--- src/rtl/core/lgd_pkg.sv ---
// Shared types, widths and constants of the lowpass gain and group delay block.
`default_nettype none

package lgd_pkg;

  // Field widths.
  localparam int unsigned FW = 25;  // frequency, Q17.8
  localparam int unsigned PW = 40;  // period and time constant, Q0.40

  // Internal datapath widths.
  localparam int unsigned XW  = 36;   // CORDIC x and y, signed Q32 with headroom
  localparam int unsigned ZW  = 34;   // CORDIC angle, signed Q30
  localparam int unsigned UVW = 34;   // 1 - cos and 1 + cos, unsigned Q32
  localparam int unsigned SQW = 80;   // 40 by 40 bit products
  localparam int unsigned DVW = 113;  // T^2 * (1 + cos)
  localparam int unsigned DGW = 116;  // 4 tau^2 (1 - cos) + T^2 (1 + cos)
  localparam int unsigned NGW = 81;   // 2 tau T
  localparam int unsigned QW  = 64;   // quotient and numerator feed width

  // Pipeline depths of the fixed parts.
  localparam int unsigned FRONT_STAGES = 6;
  localparam int unsigned PROD_STAGES  = 8;
  localparam int unsigned DIV_STEPS    = 64;
  localparam int unsigned SQRT_STEPS   = 32;

  localparam logic signed [XW-1:0] CORDIC_X0   = 36'sd2608131496;
  localparam logic signed [XW-1:0] ONE_Q32     = 36'sh1_0000_0000;
  localparam logic [30:0]          HALF_PI_Q30 = 31'd1686629713;

  localparam logic [PW-1:0] SAMPLE_PERIOD_RST = 40'd10995116;
  localparam logic [FW-1:0] CHAR_FREQ_RST     = 25'd256000;

  // Configuration register indexes.
  typedef enum logic {
    REG_SAMPLE_PERIOD = 1'b0,
    REG_CHAR_FREQ     = 1'b1
  } cfg_reg_e;

  // Saturation flags that travel with an item.
  typedef struct packed {
    logic gsat;
    logic dsat;
  } sat_t;

  // Arctangent of 2^-i in Q30 for the first ten rotations.
  localparam logic [31:0] ATAN_Q30 [10] = '{
    32'h3243F6A8, 32'h1DAC6705, 32'h0FADBAFC, 32'h07F56EA6, 32'h03FEAB76,
    32'h01FFD55B, 32'h00FFFAAA, 32'h007FFF55, 32'h003FFFEA, 32'h001FFFFD
  };

  // Rotation angle of one CORDIC stage; a power of two past the table, zero past 30.
  function automatic logic [ZW-1:0] stage_atan(input int unsigned i);
    logic [ZW-1:0] a;
    if (i < 10) begin
      a = ZW'(ATAN_Q30[4'(i)]);
    end else if (i <= 30) begin
      a = ZW'(1) << (30 - i);
    end else begin
      a = '0;
    end
    return a;
  endfunction

endpackage

`default_nettype wire

--- src/rtl/core/lgd_front.sv ---
// Phase front end: frequency offset, phase in turns, quadrant fold and angle in radians.
`default_nettype none

module lgd_front import lgd_pkg::*; (
  input  wire                     clk_i,
  input  wire                     en_i,
  input  wire  [FW-1:0]           center_freq_i,
  input  wire  [PW-1:0]           time_constant_i,
  input  wire  [PW-1:0]           period_i,
  input  wire  [FW-1:0]           char_freq_i,
  output logic signed [ZW-1:0]    z_o,
  output logic                    flip_o,
  output logic [PW-1:0]           tau_o
);

  logic [FW-1:0] diff_q, diff_d;
  logic [PW-1:0] tau1_q, tau2_q, tau3_q, tau4_q, tau5_q, tau6_q;
  logic [48:0]   m1_q, m1_d;
  logic [40:0]   m2_q, m2_d;
  logic [47:0]   sum48;
  logic [31:0]   p_q, p_d;
  logic [31:0]   s_turn, rr;
  logic [31:0]   m_q, m_d;
  logic          flip4_q, flip5_q, flip6_q, flip_d;
  logic [62:0]   zp_q, zp_d, zr;
  logic [ZW-1:0] z_q, z_d;

  // Absolute frequency offset.
  assign diff_d = (center_freq_i >= char_freq_i) ? (center_freq_i - char_freq_i)
                                                 : (char_freq_i - center_freq_i);

  // Offset times period, split on the period so each product stays narrow.
  assign m1_d = {24'b0, diff_q} * {25'b0, period_i[23:0]};
  assign m2_d = {16'b0, diff_q} * {25'b0, period_i[39:24]};

  // Phase modulo one turn, cut to Q0.32 turns.
  assign sum48 = m1_q[47:0] + {m2_q[23:0], 24'b0};
  assign p_d   = sum48[47:16];

  // Fold turns in [1/4, 3/4) by a half turn, then take the magnitude.
  assign s_turn = p_q + 32'h4000_0000;
  assign flip_d = s_turn[31];
  assign rr     = p_q - (flip_d ? 32'h8000_0000 : 32'h0);
  assign m_d    = rr[31] ? (32'h0 - rr) : rr;

  // Turns to radians in Q30, rounded to nearest.
  assign zp_d = {31'b0, m_q} * {32'b0, HALF_PI_Q30};
  assign zr   = zp_q + 63'h2000_0000;
  assign z_d  = {1'b0, zr[62:30]};

  // Stage registers.
  always_ff @(posedge clk_i) begin
    if (en_i) begin
      diff_q  <= diff_d;
      tau1_q  <= time_constant_i;
      m1_q    <= m1_d;
      m2_q    <= m2_d;
      tau2_q  <= tau1_q;
      p_q     <= p_d;
      tau3_q  <= tau2_q;
      m_q     <= m_d;
      flip4_q <= flip_d;
      tau4_q  <= tau3_q;
      zp_q    <= zp_d;
      flip5_q <= flip4_q;
      tau5_q  <= tau4_q;
      z_q     <= z_d;
      flip6_q <= flip5_q;
      tau6_q  <= tau5_q;
    end
  end

  assign z_o    = z_q;
  assign flip_o = flip6_q;
  assign tau_o  = tau6_q;

endmodule

`default_nettype wire

--- config.mk ---
export PLATFORM = sky130hd
export DESIGN_NAME = lgd_front
export DESIGN_NICKNAME = d
export VERILOG_FILES = /design/src/rtl/core/lgd_pkg.sv /design/src/rtl/core/lgd_front.sv
export SDC_FILE = /design/constraint.sdc
export NUM_CORES = 2
export LEC_CHECK = 0
export BUFFER_PORTS_ARGS = -buffer_cell sky130_fd_sc_hd__buf_2
export CAP_MARGIN = 10
export CORE_ASPECT_RATIO = 2
export CORE_MARGIN = 3
export CORE_UTILIZATION = 50
export DETAILED_ROUTE_END_ITERATION = 8
export PLACE_DENSITY = 0.75
export SLEW_MARGIN = 30
export SYNTH_ARGS = -nofsm -noshare
export SYNTH_HDL_FRONTEND = slang
export SYNTH_SLANG_ARGS = --single-unit
--- constraint.sdc ---
create_clock -name clk_i -period 14.62 [get_ports clk_i]
set_clock_uncertainty 0.2 [all_clocks]
set_input_delay 2.193 -clock clk_i [delete_from_list [all_inputs] [get_ports clk_i]]
set_output_delay 2.193 -clock clk_i [all_outputs]
set_load 0.005 [all_outputs]
Word level (Yosys, flattened, before mapping)

Cells that the tools add are included.

Add/subtract/negate cells: 7
Multiply operators: 3
Order comparisons: 1
Mux-type cells: 3

Operators by type and width:

| cell                                                                   | count |
|---|---|
| 63-bit by 30-bit adder with 63-bit output (second input constant)      | 1 |
| 32-bit by 31-bit multiplier with 63-bit output (second input constant) | 1 |
| 25-bit subtractor                                                      | 2 |
| 48-bit adder                                                           | 1 |
| 25-bit by 24-bit multiplier with 48-bit output                         | 1 |
| 32-bit by 31-bit adder with 32-bit output (second input constant)      | 1 |
| 32-bit two-way mux                                                     | 1 |
| 1-bit by 32-bit subtractor with 32-bit output (first input constant)   | 1 |
| 32-bit subtractor                                                      | 1 |
| 31-bit two-way mux                                                     | 1 |
| 25-bit greater-or-equal comparator                                     | 1 |
| 25-bit by 16-bit multiplier with 24-bit output                         | 1 |
| 25-bit two-way mux                                                     | 1 |

Register bits: 500
Bits of input ports: 132
Word-level logic and storage cells: 31

Depth between registers and ports, before layout

Depth after elaboration: 5
Gate-level depth with buffers: 28

Worst setup path before layout

No wires, ideal clock.

Kind: input -> register
From: input port period_i[3]
To: register m1_q[39] (data pin)
Data arrival time: 8,858 ps
Path slack: 5,299 ps
Cell stages on the path: 28
Buffers on the path: 2
Cells stage by stage: clkbuf_1 -> clkbuf_1 -> nand2_1 -> fa_1 -> inv_1 -> fa_1 -> inv_1 -> fa_1 -> inv_1 -> fa_1 -> inv_1 -> fa_1 -> inv_1 -> fa_1 -> inv_1 -> fa_1 -> inv_1 -> ha_1 -> a21o_1 -> a21o_1 -> a21o_1 -> o211a_1 -> a211oi_1 -> o21ai_1 -> a221oi_2 -> o21ai_1 -> a221oi_1 -> xnor2_1

Longest elaborated chain between the ends: 1

RTL lines:

| what                                           | line            | source |
|---|---|---|
| from (decl)                                    | lgd_front.sv:9  | `input wire [PW-1:0] period_i,` |
| 25-bit by 24-bit multiplier with 48-bit output | lgd_front.sv:33 | `assign m1_d = {24'b0, diff_q} * {25'b0, period_i[23:0]};` |
| via m1_d[39]                                   | lgd_front.sv:18 | `logic [48:0] m1_q, m1_d;` |
| to (signal assigned)                           | lgd_front.sv:56 | `m1_q <= m1_d;` |
| to (decl)                                      | lgd_front.sv:18 |  |

The timed path passes the listed nets, and every way through them passes these cells.
A chain may end at the register's enable or synchronous reset.

Final worst setup path

Ends and elaborated chain as after synthesis.

==> results.md <==
* Largest net degree at the start of global routing at 139
* Row Count at 178
* Number of remaining DRC errors at 0
* Relative slew slack at 0.328
* Commonest non-fill, non-tap cell in the layout: inv_1
* Via Count at 40108
* Synth warnings at 0
* Worst-skew pair later-pin latency at 640 ps
* Vias in the first global route at 45491
* CTS max path bufs at 3
* Synth Flop Type: edfxtp_1
* Worst-Margin Slew at 1010 ps
* R2R Setup Slk at 6120 ps
* Fin crit share at 0.632
* Initial antenna violation count at 6
* Most frequent cells in the layout: inv_1, fa_1, ha_1
* Top cell type's share of synthesized area at 0.355
* Core footprint at 118000 um2
* HP Class: register to register
* Yosys cell types at 69
* Met3 usage in global routing at 0.0344
* Starting Density at 0.505
* Largest area contributor in the netlist: fa_1
* Global Route Usage Sum at 0.259
* Setup Viol. Count Final at 0
* Top Ports at 207
* DR WL/cell at 21.7 um
* Total grt overflow at 0
* Fraction of layout cells with a size suffix above 1 at 0.0585
* Critical path class: input port to register
* Critical path startpoint category: input port
* Arr. time, crit path at 9410 ps
* Setup Fix Bufs, Post-CTS at 0
* DR iter-0 viols at 2124
* Status: finished, final reports clean
* Mapped cell area at 59500 um2
* Clock Pin Slew Worst Setup and Hold Paths at 70 ps
* First-pass GRT wire length at 243 mm
* RSZ-0062 raised after global routing: no
* Asr flop ratio synth at 0
* Cells after synthesis at 5550
* Critical path endpoint category: register
* H-tree levels at 2
* Seq/Total Area, Yosys at 0.230
* Crit path top cell by count: fa_1
* Post-cts resize count at 0
* F_max at 108 MHz
* Number of synthesized flops with an enable pin at 455
* Antenna Nets Post-Route at 0
* Pins over their slew limit at 0
* Setup TNS at 0 ps
* Die ar. at 123000 um2
* Die width at 250 um
* CTS tree: yes
* Root Driver: clkbuf_16
* Hold Violations, Final at 0
* Hold depth at 0
* Final wirelength at 157 mm
* CTS Buf Count at 43
* Worst-path fanout max at 25
* Number of synthesized register bits at 455
* Gpl congestion at 1.02
* Met1 GRT Util at 0.232
* Max Cap Viol at 0
* Routed vias/inst at 5.55
* DIE HEIGHT at 494 um
* Dpl hpwl at 126 mm
* IO buf count at 205
* Busiest grt layer: met2
* Mean area per synthesized cell at 10.7 um2
* Slowest-stage cell, CP: fa_1
* Req. time, crit path at 14800 ps
* GRT met2 Usage at 0.499
* Minimum clock period at 9240 ps
* R2R depth at 22
* Crit-path max cell delay at 570 ps
* DR pass1 iterations at 6
* Final nets at 7504
* Clock sinks at 455
* # hold bufs at CTS at 0
* Top cells by area, synth: fa_1, edfxtp_1, ha_1
* Area growth syn-to-layout at 6.63%
cell type report:
| class | count | area, um2 |
|---|---|---|
| clock inverter | 30 | 240 |
| inverter | 1298 | 4870 |
| timing repair buffer | 250 | 1400 |
| multi-input combinational | 3607 | 40300 |
| clock buffer | 48 | 1090 |
| antenna | 4 | 10.0 |
| tap | 1530 | 1910 |
| fill | 10141 | 54300 |
| sequential | 455 | 13700 |
cells by family (layout without fill, tap and decap cells):
kind of cell / after synthesis / in the layout / synth area share
AND/OR/NAND/NOR: 1238 / 1238 / 0.102
multiplexers: 7 / 7 / 0.00122
AO/OA/AOI/OAI: 424 / 424 / 0.0466
adder cells (fa/ha/maj): 1717 / 1717 / 0.494
buffers and inverters: 1489 / 1626 / 0.0940
other: 1 / 6 / 0.0000630
flip-flops: 455 / 455 / 0.230
XOR/XNOR: 219 / 219 / 0.0322
worst paths after layout:
path,startpoint,endpoint
max,period_i[3],m1_q[39]$_DFFE_PP_
min,m1_q[21]$_DFFE_PP_,p_q[5]$_DFFE_PP_
max reg2reg,m_q[9]$_DFFE_PP_,zp_q[62]$_DFFE_PP_
min reg2reg,m1_q[21]$_DFFE_PP_,p_q[5]$_DFFE_PP_
through the flow:
stage          cells   util  hold slack [ps]  cell area, um2  worst slack [ps]
4_1_cts         7217  0.539              204           63400              5410
5_1_grt         7219  0.539              211           63500              5070
3_3_place_gp    7139  0.527              200           62100              4820
2_1_floorplan   5551      -              200           59500              5300
3_5_place_dp    7139  0.527              205           62100              4740
6_report        7222  0.539              205           63500              5380
cell usage after synthesis (46+ instances only):
library cell  number
ha_1             661
fa_1            1056
nand2_1          579
and2_1           383
o21ai_0           79
xnor2_1          167
clkbuf_1         187
nor2_1            80
nand3_1           46
edfxtp_1         455
a21oi_1          111
xor2_1            52
inv_1           1298
a21o_1            82
per-layer routing:
layer  up-vias  routed length, um  share of wire
met4         4              16600           0.11
li1      17363                  -              -
met2      1652              86200           0.55
met1     20344              45200           0.29
met3       745               8670          0.055
met5         -                 28        0.00018
registers in the layout, summed over array words and instances (netlist names):
register	cells
tau1_q	40
tau2_q	40
tau3_q	40
tau4_q	40
tau5_q	40
tau_o	40
zp_q	34
z_o	33
m1_q	32
m_q	32
p_q	32
diff_q	25
m2_q	24
flip4_q	1
flip5_q	1
flip_o	1
worst max-delay path, delay by kind of cell:
kind,cells,cell delay [ps]
AOI/OAI and AO/OA,8,1970
xor gates and xnor gates,1,100
adders and majority gates,8,3850
buffers and inverters,7,910
and+or+nand+nor,2,390
Power is left out: the tool's default activity adds up to more than one toggle a clock period on the data nets, which glitch-free logic cannot reach.
