$ cat config.mk
export PLATFORM = sky130hd
export DESIGN_NAME = lgd_div_cell
export DESIGN_NICKNAME = d
export VERILOG_FILES = /design/src/rtl/core/lgd_pkg.sv /design/src/rtl/core/lgd_div_cell.sv
export SDC_FILE = /design/constraint.sdc
export NUM_CORES = 1
export LEC_CHECK = 0
export BUFFER_PORTS_ARGS = -buffer_cell sky130_fd_sc_hd__buf_2
export CORE_AREA = 2 2 276 278
export DETAILED_ROUTE_END_ITERATION = 16
export DIE_AREA = 0 0 278 280
export GPL_TIMING_DRIVEN = 0
export PLACE_DENSITY = 0.49
export RECOVER_POWER = 50
export SLEW_MARGIN = 40
export SYNTH_ARGS = -nofsm -noshare
export SYNTH_HDL_FRONTEND = slang
export SYNTH_SLANG_ARGS = --single-unit
$ cat constraint.sdc
create_clock -name clk_i -period 3.5 [get_ports clk_i]
set_input_delay 0.35 -clock clk_i [delete_from_list [all_inputs] [get_ports clk_i]]
set_output_delay 0.35 -clock clk_i [all_outputs]
set_load 0.05 [all_outputs]
$ cat src/rtl/core/lgd_pkg.sv
// Shared types, widths and constants of the lowpass gain and group delay block.
`default_nettype none

package lgd_pkg;

  // Field widths.
  localparam int unsigned FW = 25;  // frequency, Q17.8
  localparam int unsigned PW = 40;  // period and time constant, Q0.40

  // Internal datapath widths.
  localparam int unsigned XW  = 36;   // CORDIC x and y, signed Q32 with headroom
  localparam int unsigned ZW  = 34;   // CORDIC angle, signed Q30
  localparam int unsigned UVW = 34;   // 1 - cos and 1 + cos, unsigned Q32
  localparam int unsigned SQW = 80;   // 40 by 40 bit products
  localparam int unsigned DVW = 113;  // T^2 * (1 + cos)
  localparam int unsigned DGW = 116;  // 4 tau^2 (1 - cos) + T^2 (1 + cos)
  localparam int unsigned NGW = 81;   // 2 tau T
  localparam int unsigned QW  = 64;   // quotient and numerator feed width

  // Pipeline depths of the fixed parts.
  localparam int unsigned FRONT_STAGES = 6;
  localparam int unsigned PROD_STAGES  = 8;
  localparam int unsigned DIV_STEPS    = 64;
  localparam int unsigned SQRT_STEPS   = 32;

  localparam logic signed [XW-1:0] CORDIC_X0   = 36'sd2608131496;
  localparam logic signed [XW-1:0] ONE_Q32     = 36'sh1_0000_0000;
  localparam logic [30:0]          HALF_PI_Q30 = 31'd1686629713;

  localparam logic [PW-1:0] SAMPLE_PERIOD_RST = 40'd10995116;
  localparam logic [FW-1:0] CHAR_FREQ_RST     = 25'd256000;

  // Configuration register indexes.
  typedef enum logic {
    REG_SAMPLE_PERIOD = 1'b0,
    REG_CHAR_FREQ     = 1'b1
  } cfg_reg_e;

  // Saturation flags that travel with an item.
  typedef struct packed {
    logic gsat;
    logic dsat;
  } sat_t;

  // Arctangent of 2^-i in Q30 for the first ten rotations.
  localparam logic [31:0] ATAN_Q30 [10] = '{
    32'h3243F6A8, 32'h1DAC6705, 32'h0FADBAFC, 32'h07F56EA6, 32'h03FEAB76,
    32'h01FFD55B, 32'h00FFFAAA, 32'h007FFF55, 32'h003FFFEA, 32'h001FFFFD
  };

  // Rotation angle of one CORDIC stage; a power of two past the table, zero past 30.
  function automatic logic [ZW-1:0] stage_atan(input int unsigned i);
    logic [ZW-1:0] a;
    if (i < 10) begin
      a = ZW'(ATAN_Q30[4'(i)]);
    end else if (i <= 30) begin
      a = ZW'(1) << (30 - i);
    end else begin
      a = '0;
    end
    return a;
  endfunction

endpackage

`default_nettype wire

$ cat src/rtl/core/lgd_div_cell.sv
// One restoring division step: shifts in a numerator bit and develops one quotient bit.
`default_nettype none

module lgd_div_cell import lgd_pkg::*; #(
  parameter int unsigned DW = 113,
  parameter int unsigned SW = 1
) (
  input  wire           clk_i,
  input  wire           en_i,
  input  wire  [DW-1:0] r_i,
  input  wire  [DW-1:0] d_i,
  input  wire  [QW-1:0] n_i,
  input  wire  [QW-1:0] q_i,
  input  wire  [SW-1:0] sb_i,
  output logic [DW-1:0] r_o,
  output logic [DW-1:0] d_o,
  output logic [QW-1:0] n_o,
  output logic [QW-1:0] q_o,
  output logic [SW-1:0] sb_o
);

  logic [DW:0]   trial, diff;
  logic          ge;
  logic [DW-1:0] r_d, r_q, d_q;
  logic [QW-1:0] n_q, q_q;
  logic [SW-1:0] sb_q;

  // Compare the shifted remainder against the divisor.
  assign trial = {r_i, n_i[QW-1]};
  assign ge    = trial >= {1'b0, d_i};
  assign diff  = trial - {1'b0, d_i};
  assign r_d   = ge ? diff[DW-1:0] : trial[DW-1:0];

  always_ff @(posedge clk_i) begin
    if (en_i) begin
      r_q  <= r_d;
      d_q  <= d_i;
      n_q  <= {n_i[QW-2:0], 1'b0};
      q_q  <= {q_i[QW-2:0], ge};
      sb_q <= sb_i;
    end
  end

  assign r_o  = r_q;
  assign d_o  = d_q;
  assign n_o  = n_q;
  assign q_o  = q_q;
  assign sb_o = sb_q;

endmodule

`default_nettype wire

==> Word level (Yosys, flattened, before mapping) <==
Cells that the tools add are included.
{ "classes": {"addsub": 1, "n_eq_ne": 0, "order_cmp": 1, "muxes": 1, "shifts": 0, "mul": 0, "bitwise": 0, "n_reduce_logical": 0, "div": 0} }
{ "ops": {"columns": ["cell", "count"], "rows": [
  ["114-bit by 113-bit >= comparator with 1-bit output", 1],
  ["113-bit two-way mux", 1],
  ["113-bit subtractor", 1]
]} }
{ "totals": {"latchBits": 0, "ram_bits": 0, "mem_bits_ro": 0, "ff_bits": 354, "elab_cells": 8, "mem_count": 0, "output_inout_bits": 355, "inputBits": 357} }

==> Longest topological paths before layout <==
{ "depth": {"ltp_word": 2, "mapped_depth": 19, "depth_no_buf": 17} }

==> Least setup slack after synthesis <==
No wires, ideal clock.
{ "synth_path": {"kind": "input -> register", "startpoint": "in n_i[63]", "endpoint": "reg r_q[1], in the netlist r_o[1] (data pin)", "required_time_ns": 3.238, "n_path_buf": 2, "arrival_time_ns": 3.390, "slack_ns": -0.152, "setup_ns": 0.262, "cell_stages": 17, "cell_sequence": "inv_1 ha_1 inv_1 fa_1 a21o_1 a221oi_1 nand2b_1 o211ai_1 nand3_1 a211oi_1 o2111a_1 o21ai_2 a31oi_2 nor2_2 buf_4 buf_2 mux2_1"} }
{ "synth_via": {"elab_chain_len": 2, "word_cells_on_any_way": 3, "classes_between": "1 x add/sub; 1 x order compare; 1 x mux"} }
{ "synth_lines": {"columns": ["element", "line", "rtl"], "rows": [
  ["from (decl)", "lgd_div_cell.sv:12", "input wire [QW-1:0] n_i,"],
  ["113-bit subtractor / 114-bit by 113-bit >= comparator with 1-bit output (equally long branches)", "lgd_div_cell.sv:31, lgd_div_cell.sv:30", null],
  ["113-bit two-way mux (*)", "lgd_div_cell.sv:32", "assign r_d = ge ? diff[DW-1:0] : trial[DW-1:0];"],
  ["via r_d[1]", "lgd_div_cell.sv:24", "logic [DW-1:0] r_d, r_q, d_q;"],
  ["to (signal assigned)", "lgd_div_cell.sv:36", "r_q <= r_d;"],
  ["to (decl)", "lgd_div_cell.sv:24", null]
]} }
Mark *: on every way through the listed nets, which the timed path passes. The rest lies on a longest branch.
A chain may end at the register's enable or synchronous reset.

==> Worst setup path in the final report <==
{ "layout_path": {"startpoint": "in d_i[4]", "endpoint": "reg r_q[111], in the netlist r_o[111] (data pin)"} }
{ "layout_via": {"elab_chain_len": 2, "word_cells_on_any_way": 3, "classes_between": "1 x add/sub; 1 x order compare; 1 x mux"} }
{ "layout_lines": {"columns": ["element", "line", "rtl"], "rows": [
  ["from (decl)", "lgd_div_cell.sv:11", "input wire [DW-1:0] d_i,"],
  ["113-bit subtractor / 114-bit by 113-bit >= comparator with 1-bit output (equally long branches)", "lgd_div_cell.sv:31, lgd_div_cell.sv:30", null],
  ["113-bit two-way mux (*)", "lgd_div_cell.sv:32", null],
  ["via r_d[111]", "lgd_div_cell.sv:24", null]
]} }
Marks and branches as above.

==> key figures <==
Run status
  • Outcome: finished with violations
  • Failing checks: capacitance limit, slew limit, setup timing

Die
  • FP Rows: ~100
  • # IOs: 712
  • Die Y: between 200 and 300 um
  • Die Wd: approximately 280 um
  • CORE AREA: between 70000 and 80000 um^2
  • Initial Util: 0.262
  • Die ar.: ~80000 um^2

Routing
  • Iter 0 DRT Violations: around 1000
  • Drt total wl: 83200 um
  • Drt first pass iters: 5
  • DR vias: around 19000
  • DRC: 0
  • Routed length per instance: 21.2 um
  • DR vias/cell: between 4 and 5
  • Final ANT Viol Nets: 0

Global routing
  • Total congestion overflow: 0
  • Pin count of the biggest net entering global routing: between 80 and 90
  • Met3 usage: 0.0482
  • M2 GR Usage: 0.366
  • Met1 Use GR: 0.239
  • Initial antenna violation count: 15
  • Vias in the first global route: 19100
  • Busiest grt layer: met2
  • First-pass GRT wire length: 120000 um
  • Overall global routing resource usage: 0.203

Yosys
  • Post-Syn Instances: 1874
  • EDFF count, synth: 354
  • Ys async rst share: 0
  • Yosys reg bits: about 350
  • Post-Syn Area: slightly below 20000 um^2
  • Synth cell types: slightly below 80
  • Synthesized area per cell: roughly 11 um^2
  • Top FF cell, synth: edfxtp_1
  • Yosys warnings: 0
  • Post-synthesis sequential area ratio: 0.540
  • Syn nets: 2345

Power
  • Worst IR Drop VDD: 355 uV
  • Lkg Pwr: 0.0126 uW
  • Pwr dens: around 490 nW/um^2

Setup path
  • Cell family with most CP delay: simple AND/OR/NAND/NOR gates
  • Critical Path RT: between 3000 and 4000 ps
  • Crit-path max FO: 6
  • Max incr delay on CP: roughly 580 ps
  • Startpoint types: primary input
  • Crit Path Class: primary input to flip-flop
  • Crit path cell chain: clkbuf_1, inv_1, ha_4, a21o_4, o311a_1, or4_4, a41oi_4, nand4b_1, buf_6, nand3_4, a31oi_4, or2_4, a21o_1, or4b_4, a41oi_2
  • Critical Path AT: ~4000 ps
  • Slowest stage cell on the critical path: or4_4
  • Critical path origin: d_i[4]
  • WP buf/inv: 3
  • Worst Setup End Kind: flip-flop

STA
  • Minimum hold slack: 42.9 ps
  • Final WS setup: -54.2 ps
  • Setup violations, final: 19
  • Clock period minus worst slack: roughly 3600 ps
  • Hold Vio Cnt, Final: 0
  • RSZ-0062 raised after global routing: yes
  • Slew headroom: -0.283
  • Slew Limit Fails: about 130
  • Fmax achieved: 0.281 GHz
  • Crit share post-route: 1.02
  • Worst-Margin Slew: between 1500 and 2000 ps

Placement
  • Setup slack at placement: -2010 ps
  • I/O Buffers: 709
  • Placed wire-length estimate: between 60000 and 70000 um
  • Final GP Congestion: between 0.8 and 0.9

Min path
  • Hold_sp: d_i[25]
  • HP Class: primary input to flip-flop

CTS
  • Clk slew on worst S/H paths: 60 ps
  • Clk buf depth: 3
  • CTS root buf: clkbuf_16
  • CTS tree: built
  • H-tree lvl count: 2
  • TritonCTS Buffers: 44
  • Clk sinks: between 300 and 400

Flow run
  • Maxcap violations: 2

Layout
  • Layout cells sized above 1: 0.309
  • Final #Nets: 3387
  • Fillcell total: between 7000 and 8000
  • Layout Area Growth over Synthesis: 53.6%
  • Final core utilization: 0.402
-- cells in the mapped netlist (4+ instances only) --
library cell  count  area [um^2]
edfxtp_1        354        10600
nand2_1         226          848
a21oi_1         170          851
o21ai_0         163          816
inv_1           149          559
ha_1            113         1410
nor2_1          100          375
clkbuf_1         62          233
a21o_1           58          435
xnor2_1          58          508
nand4_1          57          357
xor2_1           48          420
nor3_1           25          125
o21ai_1          25          125
o21bai_1         25          188
nand3_1          21          105
buf_2            20          100
a31oi_1          17          106
and4_1           16          140
o21a_1           14          105
nand2b_1         10         62.6
nor2b_1          10         62.6
o31ai_1          10         75.1
nor4_1            8         50.1
a211oi_1          6         45.0
or3_1             6         37.5
or4_1             6         45.0
a221o_1           5         50.1
and2_1            5         31.3
and3_1            5         31.3
o211ai_1          5         37.5
a221oi_1          4         35.0
o21ba_2           4         40.0
o311ai_0          4         35.0
or2_2             4         25.0
-- what timing repair did --
item,4_1_cts,5_1_grt
gates resized for setup,137,309
setup buffers,18,22
hold buffers,237,1
hold endpoints to repair,238,1
pin swaps,14,66
setup endpoints to repair,113,112
gates cloned,5,5
-- routing by layer --
layer	routed length (um)	up-vias
met3	5610	111
met5	88	-
met2	42200	632
met4	2350	14
li1	-	9002
met1	33000	9048
-- final timing paths --
| kind | cells past startpoint | endpoint | slack, ps |
|---|---|---|---|
| setup / recovery | 15 | r_o[111] | -50 |
| hold / removal | 1 | d_o[25] | 40 |
-- flip-flops by register name, summed over array words and instances (netlist names) --
name,flops
d_o,113
r_o,113
q_o,64
sb_o,1
n_o,63
-- layout by cell type (no fill, tap or decap), types with 7 or more instances in the layout --
cell type,n
buf_16,9
o21ai_4,7
and4_1,14
buf_4,35
o21bai_1,24
nor3_1,23
nor2b_1,10
inv_1,142
buf_2,543
o21ai_1,56
buf_8,9
xnor2_1,58
a21oi_1,158
nand3_1,18
buf_12,11
dlygate4sd3_1,238
buf_6,14
clkbuf_16,53
a21o_1,57
xor2_1,48
o21a_1,14
clkbuf_1,213
a31oi_1,14
nand2_2,25
nor2_1,100
nand2_1,177
o21ai_2,52
edfxtp_1,354
clkinv_1,9
nand2b_1,10
ha_1,95
nand2_4,24
o21ai_0,74
nand4_1,57
ha_4,14
a21oi_2,8
-- metrics by stage --
step           cell area (um^2)  std cells  setup TNS (ps)  total power, uW
5_1_grt                   30200       3931           -7230            15500
4_1_cts                   29300       3906           -30.1            14700
3_3_place_gp              24500       3561        -1350320             9810
3_5_place_dp              24700       3566         -199040             9780
2_1_floorplan             19700       1874               0             8360
6_report                  30200       3933            -370            14800
-- kinds of logic (layout without fill, tap and decap cells) --
kind of cell / Yosys count / after routing / share of synthesized area
AO/OA/AOI/OAI: 548 / 548 / 0.169
AND/OR/NAND/NOR: 509 / 509 / 0.121
flip-flops: 354 / 354 / 0.540
buffers and inverters: 237 / 1313 / 0.0473
adder cells (fa/ha/maj): 114 / 114 / 0.0728
XOR/XNOR: 106 / 106 / 0.0472
multiplexers: 5 / 5 / 0.00280
other: 1 / 6 / 0.000191
-- final cells by class --
class                      count  area, um^2  area share
buffer                        81         674      0.0223
inverter                     151         582      0.0192
multi-input combinational   1283        9230       0.305
clock buffer                  54        1160      0.0384
tap                          978        1220      0.0405
sequential                   354       10600       0.352
antenna                        5        12.5    0.000414
timing repair buffer        1001        6490       0.215
clock inverter                26         224     0.00741
-- power by group --
group,internal [uW],switching (uW),total [uW]
logic,1560,3500,5060
registers,5220,116,5340
clock network,2520,1890,4420
total,9300,5510,14800
(Power assumes the default switching activity.)
