$ cat config.mk
export PLATFORM = sky130hd
export DESIGN_NAME = lgd_sqrt_cell
export DESIGN_NICKNAME = d
export VERILOG_FILES = /design/src/rtl/core/lgd_pkg.sv /design/src/rtl/core/lgd_sqrt_cell.sv
export SDC_FILE = /design/constraint.sdc
export NUM_CORES = 1
export LEC_CHECK = 0
export ABC_AREA = 1
export ABC_CLOCK_PERIOD_IN_PS = 2280
export BUFFER_PORTS_ARGS = -buffer_cell sky130_fd_sc_hd__buf_2
export CAP_MARGIN = 15
export CORE_ASPECT_RATIO = 1.1
export CORE_MARGIN = 5
export CORE_UTILIZATION = 33
export CTS_CLUSTER_DIAMETER = 50
export DETAILED_ROUTE_END_ITERATION = 8
export PLACE_DENSITY_LB_ADDON = 0.15
export RECOVER_POWER = 100
export SLEW_MARGIN = 15
export SYNTH_ARGS = -nofsm -noshare
export SYNTH_HDL_FRONTEND = slang
export SYNTH_SLANG_ARGS = --single-unit
export TNS_END_PERCENT = 30
$ cat constraint.sdc
create_clock -name clk_i -period 2.28 [get_ports clk_i]
set_input_delay 0 -clock clk_i [delete_from_list [all_inputs] [get_ports clk_i]]
set_output_delay 0 -clock clk_i [all_outputs]
set_load 0.01 [all_outputs]
$ cat src/rtl/core/lgd_pkg.sv
// Shared types, widths and constants of the lowpass gain and group delay block.
`default_nettype none

package lgd_pkg;

  // Field widths.
  localparam int unsigned FW = 25;  // frequency, Q17.8
  localparam int unsigned PW = 40;  // period and time constant, Q0.40

  // Internal datapath widths.
  localparam int unsigned XW  = 36;   // CORDIC x and y, signed Q32 with headroom
  localparam int unsigned ZW  = 34;   // CORDIC angle, signed Q30
  localparam int unsigned UVW = 34;   // 1 - cos and 1 + cos, unsigned Q32
  localparam int unsigned SQW = 80;   // 40 by 40 bit products
  localparam int unsigned DVW = 113;  // T^2 * (1 + cos)
  localparam int unsigned DGW = 116;  // 4 tau^2 (1 - cos) + T^2 (1 + cos)
  localparam int unsigned NGW = 81;   // 2 tau T
  localparam int unsigned QW  = 64;   // quotient and numerator feed width

  // Pipeline depths of the fixed parts.
  localparam int unsigned FRONT_STAGES = 6;
  localparam int unsigned PROD_STAGES  = 8;
  localparam int unsigned DIV_STEPS    = 64;
  localparam int unsigned SQRT_STEPS   = 32;

  localparam logic signed [XW-1:0] CORDIC_X0   = 36'sd2608131496;
  localparam logic signed [XW-1:0] ONE_Q32     = 36'sh1_0000_0000;
  localparam logic [30:0]          HALF_PI_Q30 = 31'd1686629713;

  localparam logic [PW-1:0] SAMPLE_PERIOD_RST = 40'd10995116;
  localparam logic [FW-1:0] CHAR_FREQ_RST     = 25'd256000;

  // Configuration register indexes.
  typedef enum logic {
    REG_SAMPLE_PERIOD = 1'b0,
    REG_CHAR_FREQ     = 1'b1
  } cfg_reg_e;

  // Saturation flags that travel with an item.
  typedef struct packed {
    logic gsat;
    logic dsat;
  } sat_t;

  // Arctangent of 2^-i in Q30 for the first ten rotations.
  localparam logic [31:0] ATAN_Q30 [10] = '{
    32'h3243F6A8, 32'h1DAC6705, 32'h0FADBAFC, 32'h07F56EA6, 32'h03FEAB76,
    32'h01FFD55B, 32'h00FFFAAA, 32'h007FFF55, 32'h003FFFEA, 32'h001FFFFD
  };

  // Rotation angle of one CORDIC stage; a power of two past the table, zero past 30.
  function automatic logic [ZW-1:0] stage_atan(input int unsigned i);
    logic [ZW-1:0] a;
    if (i < 10) begin
      a = ZW'(ATAN_Q30[4'(i)]);
    end else if (i <= 30) begin
      a = ZW'(1) << (30 - i);
    end else begin
      a = '0;
    end
    return a;
  endfunction

endpackage

`default_nettype wire

$ cat src/rtl/core/lgd_sqrt_cell.sv
// One digit step of the integer square root.
`default_nettype none

module lgd_sqrt_cell import lgd_pkg::*; #(
  parameter int unsigned STEP = 0,
  parameter int unsigned SW   = 1
) (
  input  wire           clk_i,
  input  wire           en_i,
  input  wire  [QW-1:0] v_i,
  input  wire  [QW-1:0] res_i,
  input  wire  [SW-1:0] sb_i,
  output logic [QW-1:0] v_o,
  output logic [QW-1:0] res_o,
  output logic [SW-1:0] sb_o
);

  localparam logic [QW-1:0] BIT = QW'(1) << (QW - 2 - 2 * STEP);

  logic [QW-1:0] trial, v_d, res_d, v_q, res_q;
  logic [SW-1:0] sb_q;
  logic          ge;

  // Take the digit if the remainder allows it.
  assign trial = res_i + BIT;
  assign ge    = v_i >= trial;
  assign v_d   = ge ? (v_i - trial) : v_i;
  assign res_d = ge ? ((res_i >> 1) + BIT) : (res_i >> 1);

  always_ff @(posedge clk_i) begin
    if (en_i) begin
      v_q   <= v_d;
      res_q <= res_d;
      sb_q  <= sb_i;
    end
  end

  assign v_o   = v_q;
  assign res_o = res_q;
  assign sb_o  = sb_q;

endmodule

`default_nettype wire

# After elaboration in Yosys (flattened, before gate mapping)
# Index checks and enable logic that the tools add are counted.
[op_classes] addsub=3 magnitude_cmp=1 muxes=2
[ops] op="$add 63x63->64 const B" count=1
[ops] op="$add 64x63->64 const B" count=1
[ops] op="$ge 64x64->1" count=1
[ops] op="$mux 64" count=1
[ops] op="$sub 64x64->64" count=1
[ops] op="$mux 63" count=1
[word_totals] reg_bits=129 in_bits=131 out_inout_bits=129 wordCells=10

# Depth between registers and ports, before layout
# Gate-level depths: netlist of the first run.
[depth] word_depth=3 mapped_depth=18 mapped_depth_nobuf=17

# Worst setup path before layout of the first run
# No wires, ideal clock.
[synth_path] path_type="input port to flip-flop" from="input v_i[0]" to="register v_q[55], in the netlist v_o[55], data pin" setup_ns=0.253 arrival_ns=1.731 required_time_ns=2.027 slack_ns=0.296 path_stages=18 n_path_buf=1 cell_sequence="inv_1 > ha_1 > fa_1 > inv_1 > nand3_1 > nand2_4 > nand2_2 > nand2_2 > nand2_1 > nand2_2 > nand2_2 > nand3_2 > nand2_2 > nand2_4 > inv_4 > buf_2 > nand2_1 > nand2_1"
[synth_via] elab_chain_len=2 word_cells_on_any_way=3 classes_between="1 x add/sub; 1 x order compare; 1 x mux"
[synth_rtl] item="from (decl)" line_no="lgd_sqrt_cell.sv:10" rtl="input wire [QW-1:0] v_i,"
[synth_rtl] item="$sub 64x64->64 / $ge 64x64->1 (equally long branches)" line_no="lgd_sqrt_cell.sv:27, lgd_sqrt_cell.sv:26"
[synth_rtl] item="$mux 64 *" line_no="lgd_sqrt_cell.sv:27" rtl="assign v_d = ge ? (v_i - trial) : v_i;"
[synth_rtl] item="net v_d[55]" line_no="lgd_sqrt_cell.sv:20" rtl="logic [QW-1:0] trial, v_d, res_d, v_q, res_q;"
[synth_rtl] item="to (signal assigned)" line_no="lgd_sqrt_cell.sv:32" rtl="v_q <= v_d;"
[synth_rtl] item="to (decl)" line_no="lgd_sqrt_cell.sv:20"
# Mark *: on every way through the listed nets, which the timed path passes. The rest lies on a longest branch.
# A chain may end at the register's enable or synchronous reset.

# Worst setup path in the final report of the first run
[layout_path] from="input v_i[63]" to="register v_q[42], in the netlist v_o[42], data pin"
[layout_via] elab_chain_len=2
[layout_rtl] item="$ge 64x64->1" line_no="lgd_sqrt_cell.sv:26" rtl="assign ge = v_i >= trial;"
[layout_rtl] item="$mux 64" line_no="lgd_sqrt_cell.sv:27"
[layout_rtl] item="net v_d[42]" line_no="lgd_sqrt_cell.sv:20"
# The timed path passes the listed nets, and every way through them passes these cells.

==> results.ini, run 1 <==
[critical_path]
path_buf_inv=5
crit_chain=dlygate4sd3_1 > buf_2 > ha_1 > a21oi_1 > o21ai_0 > a21oi_1 > buf_4 > nand2_1 > nor2_1 > buf_4 > nand2_8 > buf_12 > nand3_2 > nand2_1
max_stage_delay_ps=540
cp-start-kind=input pin
cp-startpoint=v_i[63]
critPathSlowestCell=dlygate4sd3_1
crit_path_end_kind=flop
crit_required_ps=2470
crit_type=in2reg
worstPathArrival_ps=2390
critPathMaxFanout=28
crit_family=buffers and inverters

[timing]
final.setup.worst_slack_ps=80.9
max_slew_margin=0.118
rsz0062_at_grt=yes
worstMarginPinSlew_ps=1320
setup-violations-final=0
period_share=0.965
finalHoldViolCount=0
max_clock_freq_ghz=0.455
drv_slew=0
period_needed_ps=2200

[synth]
netlist_area_um2=11000
synth_edf_count=129
synth_flop_cell=edfxtp_1
synth_cell_type_count=29
syn_avg_cell_area_um2=6.41
synth_cells=1713
synthArstFlopShare=0
syn-num-nets=1909
ys_ff_latch=129
yosysWarnings=0
seq_area_frac_synth=0.353

[global_routing]
use_met1=0.282
grt_pass1_wl_um=67800
grt_util_met2=0.447
grt_start_max_net_pins=50
antenna_found_initial=0
gr-usage-all-layers=0.239
grt.overflow.total=0
top_usage_layer=met2
grt_use_met3=0.0253
grt_pass1_vias=12300

[clock_network]
cts_setup_buffers=0
cts.path.max_buffers=2
ctsRootBufferMaster=clkbuf_16
cts_tree=yes
htree_levels=4
cts.sinks=129
cts_made_buffers=17
clk_pin_slew_ps=60

[route]
detail_route.vias_per_cell=4.39
drc_errors=0
initialDrtViolationCount=609
wl_um=45000
drt_first_pass_iters=5
via_count=12100
avgRoutedWirePerCell_um=16.3
ant_nets=0

[power_and_ir_drop]
p_leak_nw=8.95
irDropWorstVdd_mv=0.424
p_per_area_nw_per_um2=578

[floorplan]
coreArea_um2=33100
row_count=70
die_h_um=201
pin_count=260
fp.dieArea_um2=37000
die-width_um=184
initial_core_util=0.332

[layout]
fillers=3539
area_growth_pct=47.4
fin_nets=2509
final_layout_size_suffix_gt1_frac=0.174
n_antenna_cell=0
design_area_um2=16200

[placement]
placed_area_um2=14400
pre_cts_ws_ps=-136
io_buffers=259
routabilityCongestion=0.933
dp_hpwl_um=37800

[run_status]
status=completed

[run]
timing.max_cap.violations=0

[hold_path]
min-delay-start=v_i[0]
min_path_type=in2reg

-- power breakdown --
part,switching (mW),internal [mW],leakage (nW),total (mW)
combinational,1.97,1.34,7.40,3.30
sequential,0.0817,2.98,1.26,3.06
clock,1.18,1.82,0.296,3.01
-- flip-flops by register name, summed over array words and instances (netlist names) --
register	cells
res_o	64
v_o	64
sb_o	1
-- cell families after synthesis --
group / after synthesis / synth area share
buffers and inverters: 420 / 0.148
AO/OA/AOI/OAI: 52 / 0.0240
XOR/XNOR: 32 / 0.0255
adder cells (fa/ha/maj): 65 / 0.0747
AND/OR/NAND/NOR: 1015 / 0.375
flip-flops: 129 / 0.353
-- cell usage after synthesis (all sizes together) (3+ instances only) --
| cell | number | area (um2) |
|---|---|---|
| nand3 | 90 | 505 |
| inv | 407 | 1530 |
| xor2 | 30 | 263 |
| nor3 | 10 | 65.1 |
| nand2 | 770 | 2920 |
| buf | 13 | 101 |
| nor4 | 3 | 18.8 |
| ha | 64 | 801 |
| o21ai | 8 | 40.0 |
| nand4 | 20 | 125 |
| a21oi | 44 | 224 |
| edfxtp | 129 | 3870 |
| nor2 | 119 | 464 |
-- routing by layer --
| layer | vias to the layer above | share of wire |
|---|---|---|
| li1 | 6362 | - |
| met1 | 5433 | 0.42 |
| met2 | 264 | 0.52 |
| met3 | 46 | 0.038 |
| met4 | 0 | 0.028 |
| met5 | - | 0 |
-- worst paths after layout --
kind | to | slack [ps] | cells after the start
max | v_o[42]$_DFFE_PP_ | 80 | 14
min | v_o[0]$_DFFE_PP_ | 60 | 4
-- repair_timing --
action | CTS | global route
hold buffers | 127 | 0
endpoints found under the setup margin | 0 | 66
hold endpoints to repair | 128 | 0
gates resized for setup | 0 | 43
-- layout by cell type (no fill, tap or decap), types with 4 or more instances in the layout --
master,Yosys,layout
a21oi_1,43,39
a21oi_2,1,5
buf_12,1,4
buf_2,8,94
buf_4,1,201
bufinv_16,0,4
clkbuf_1,0,163
clkbuf_16,0,17
dlygate4sd3_1,0,127
edfxtp_1,129,129
ha_1,64,60
inv_1,401,400
inv_2,5,6
nand2_1,762,752
nand2_2,6,15
nand3_1,79,70
nand3_2,11,20
nand4_1,20,20
nor2_1,112,106
nor2_2,7,11
nor3_1,7,7
o21ai_0,7,7
xor2_1,30,30
-- metrics by stage --
step           cells  power, mW  setup TNS [ps]  hold WS (ps)  utilization
6_report        2758       9.37               0          57.7        0.489
5_1_grt         2758       9.94           -58.0          75.6        0.489
4_1_cts         2758       9.51               0          25.0        0.491
3_5_place_dp    2599       6.32           -1850           182        0.434
3_3_place_gp    2599       6.30            -352           183        0.434
2_1_floorplan   1713       4.74               0          98.9            -
-- area by class of cell --
type | count | area, um2 | share of cell area
Multi-Input combinational cell | 1164 | 5670 | 0.350
Timing Repair Buffer | 594 | 3970 | 0.245
Sequential cell | 129 | 3870 | 0.239
Inverter | 407 | 1530 | 0.0944
Tap cell | 432 | 541 | 0.0334
Clock buffer | 17 | 425 | 0.0263
Clock inverter | 15 | 191 | 0.0118
-- tightest hold or removal path: stages --
cell	delay, ps
buf_2	70
inv_1	40
buf_4	120
o21ai_0	140
No activity file was read; power rests on OpenSTA's default activity.
==> run 2, diff against run 1 <==
--- a/config.mk
+++ b/config.mk
@@ -5,7 +5,6 @@
 export SDC_FILE = /design/constraint.sdc
 export NUM_CORES = 1
 export LEC_CHECK = 0
-export ABC_AREA = 1
 export ABC_CLOCK_PERIOD_IN_PS = 2280
 export BUFFER_PORTS_ARGS = -buffer_cell sky130_fd_sc_hd__buf_2
 export CAP_MARGIN = 15
==> run 2 against run 1 <==
  * Combinational power grew 3%
  * Largest power group unchanged
  * Non-clock buffer count grew 39
  * Largest cell class unchanged
  * Area after synthesis shrank 21%
  * Highest routed layer is now met5
  * The run now ends with setup timing left
  * Sequential power shrank 1%
==> results.ini, run 2 <==
[run_status]
status=finished, violations left
violations=setup timing

[floorplan]
coreArea_um2=26000
die-width_um=164
pin_count=260
fp.dieArea_um2=29500
initial_core_util=0.332
row_count=62
die_h_um=180

[layout]
final_layout_size_suffix_gt1_frac=0.445
area_growth_pct=72.8
final_cell_mix=buf_4, buf_2, edfxtp_1
n_antenna_cell=0
fin_nets=1697
design_area_um2=14900
layout_commonest_cell=buf_4
fillers=2300

[clock_network]
cts.sinks=129
htree_levels=4
cts.path.max_buffers=2
clk_pin_slew_ps=60
cts_made_buffers=17
ctsRootBufferMaster=clkbuf_16
cts_tree=yes

[global_routing]
grt_start_max_net_pins=50
antenna_found_initial=1
grt_pass1_wl_um=46400
grt.overflow.total=0
gr-usage-all-layers=0.198
grt_pass1_vias=8918

[route]
ant_nets=0
wl_met1_um=13500
via_count=8866
wl_um=30200
detail_route.vias_per_cell=4.75
initialDrtViolationCount=511
wl_met2_um=14700
top_layer=met5
drc_errors=0
drt_first_pass_iters=7
avgRoutedWirePerCell_um=16.2
detailroute.wirelength.met3_um=1690

[critical_path]
worstPathArrival_ps=2700
path_buf_inv=4
max_stage_delay_ps=450
crit_family=simple AND/OR/NAND/NOR gates
crit_chain=buf_6 > inv_12 > ha_4 > and2_4 > nand3_4 > or3_4 > a41o_1 > nor3_4 > o21ai_2 > o41ai_4 > buf_6 > buf_12 > or4b_4 > a21oi_2 > nor3_2
cp_common_cell=buf_6
critPathMaxFanout=4
crit_type=in2reg
crit_path_end_kind=flop
cp-start-kind=input pin
crit_required_ps=2470
critPathSlowestCell=or4b_4

[timing]
holdWs_ps=14.4
rsz0062_at_grt=yes
max_slew_margin=0.632
final.setup.worst_slack_ps=-237
finalHoldViolCount=0
period_share=1.10
tns_ps=-5060
period_needed_ps=2520
max_clock_freq_ghz=0.397
setup-violations-final=50
drv_slew=0
worstMarginPinSlew_ps=546

[placement]
io_buffers=259
dp_hpwl_um=21200
placed_area_um2=12100
routabilityCongestion=0.849

[synth]
syn_avg_cell_area_um2=9.75
synth_flop_cell=edfxtp_1
yosysMostFrequentCell=edfxtp_1
syn-num-nets=1082
synthTopCellsByArea=edfxtp_1, ha_1, a21oi_1
yosysWarnings=0
synth_edf_count=129
ys_ff_latch=129
synth_commonest_cells=edfxtp_1, a21oi_1, nor2_1, inv_1, ha_1
synth_cell_type_count=58
netlist_area_um2=8640
netlist.area_leader.share=0.448
seq_area_frac_synth=0.448
synth_area_leader_cell=edfxtp_1
synth_cells=886
synthArstFlopShare=0

[power_and_ir_drop]
p_leak_nw=6.82
p_per_area_nw_per_um2=592
irDropWorstVdd_mv=0.476

[run]
timing.max_cap.violations=0

[hold_path]
min_path_type=in2reg

-- run 2: cell types whose count changed after synthesis, sizes merged, moves of 14 or more --
| cell | before | now |
|---|---|---|
| nor2 | 119 | 82 |
| mux2 | 0 | 14 |
| a21oi | 44 | 111 |
| inv | 407 | 78 |
| nand3 | 90 | 14 |
| clkbuf | 0 | 26 |
| a21o | 0 | 49 |
| o21ai | 8 | 43 |
| xnor2 | 2 | 36 |
| nand2 | 770 | 52 |
-- run 2: repair_timing --
item / in CTS / in global routing
gates resized for setup: 58 / 146
pin swaps: 19 / 44
cloned: 5 / 2
setup buffers: 11 / 15
hold buffers: 118 / 0
hold endpoints to repair: 123 / 0
setup endpoints to repair: 66 / 66
-- run 2: layout make-up --
cell class                 instances  area (um2)  area share
sequential                       129        3870       0.259
clock buffer                      19         433      0.0290
multi-input combinational        642        5100       0.342
tap                              352         440      0.0295
timing repair buffer             633        4700       0.315
clock inverter                    12        71.3     0.00478
inverter                          78         310      0.0208
-- run 2: power breakdown --
group	leakage [nW]	internal, mW	total [mW]	switching [mW]
logic	5.31	1.75	3.41	1.65
clock network	0.239	1.36	2.41	1.05
registers	1.26	2.96	3.02	0.0636
total	6.81	6.08	8.84	2.77
-- run 2: per-stage QoR --
stage	power, mW	std cells	setup slack, ps	util
after floorplan	4.47	886	-319	-
final	8.84	1865	-237	0.574
after detailed placement	5.76	1686	-1100	0.464
after global placement	5.75	1686	-1030	0.464
after global routing	9.36	1865	-320	0.574
after CTS	8.65	1849	-375	0.548
-- run 2: worst paths after layout --
kind	from	endpoint	depth (start not counted)
worst min-delay path	v_i[60]	v_o[60]$_DFFE_PP_	3
worst max-delay path	res_i[16]	v_o[60]$_DFFE_PP_	15
-- run 2: per-layer routing --
metal,global-route usage,vias up
li1,-,4472
met1,0.262,4143
met2,0.331,223
met3,0.0401,26
met4,0.0477,2
met5,0,-
-- run 2: logic make-up after synthesis --
group | Yosys count | synth area share
AO/OA/AOI/OAI | 272 | 0.197
XOR/XNOR | 56 | 0.0568
adder cells (fa/ha/maj) | 65 | 0.0950
buffers and inverters | 115 | 0.0517
flip-flops | 129 | 0.448
multiplexers | 15 | 0.0194
AND/OR/NAND/NOR | 234 | 0.131
-- run 2: tightest hold or removal path: stages --
cell	delay, ps
buf_2	90
o21ai_0	100
nor3_2	120
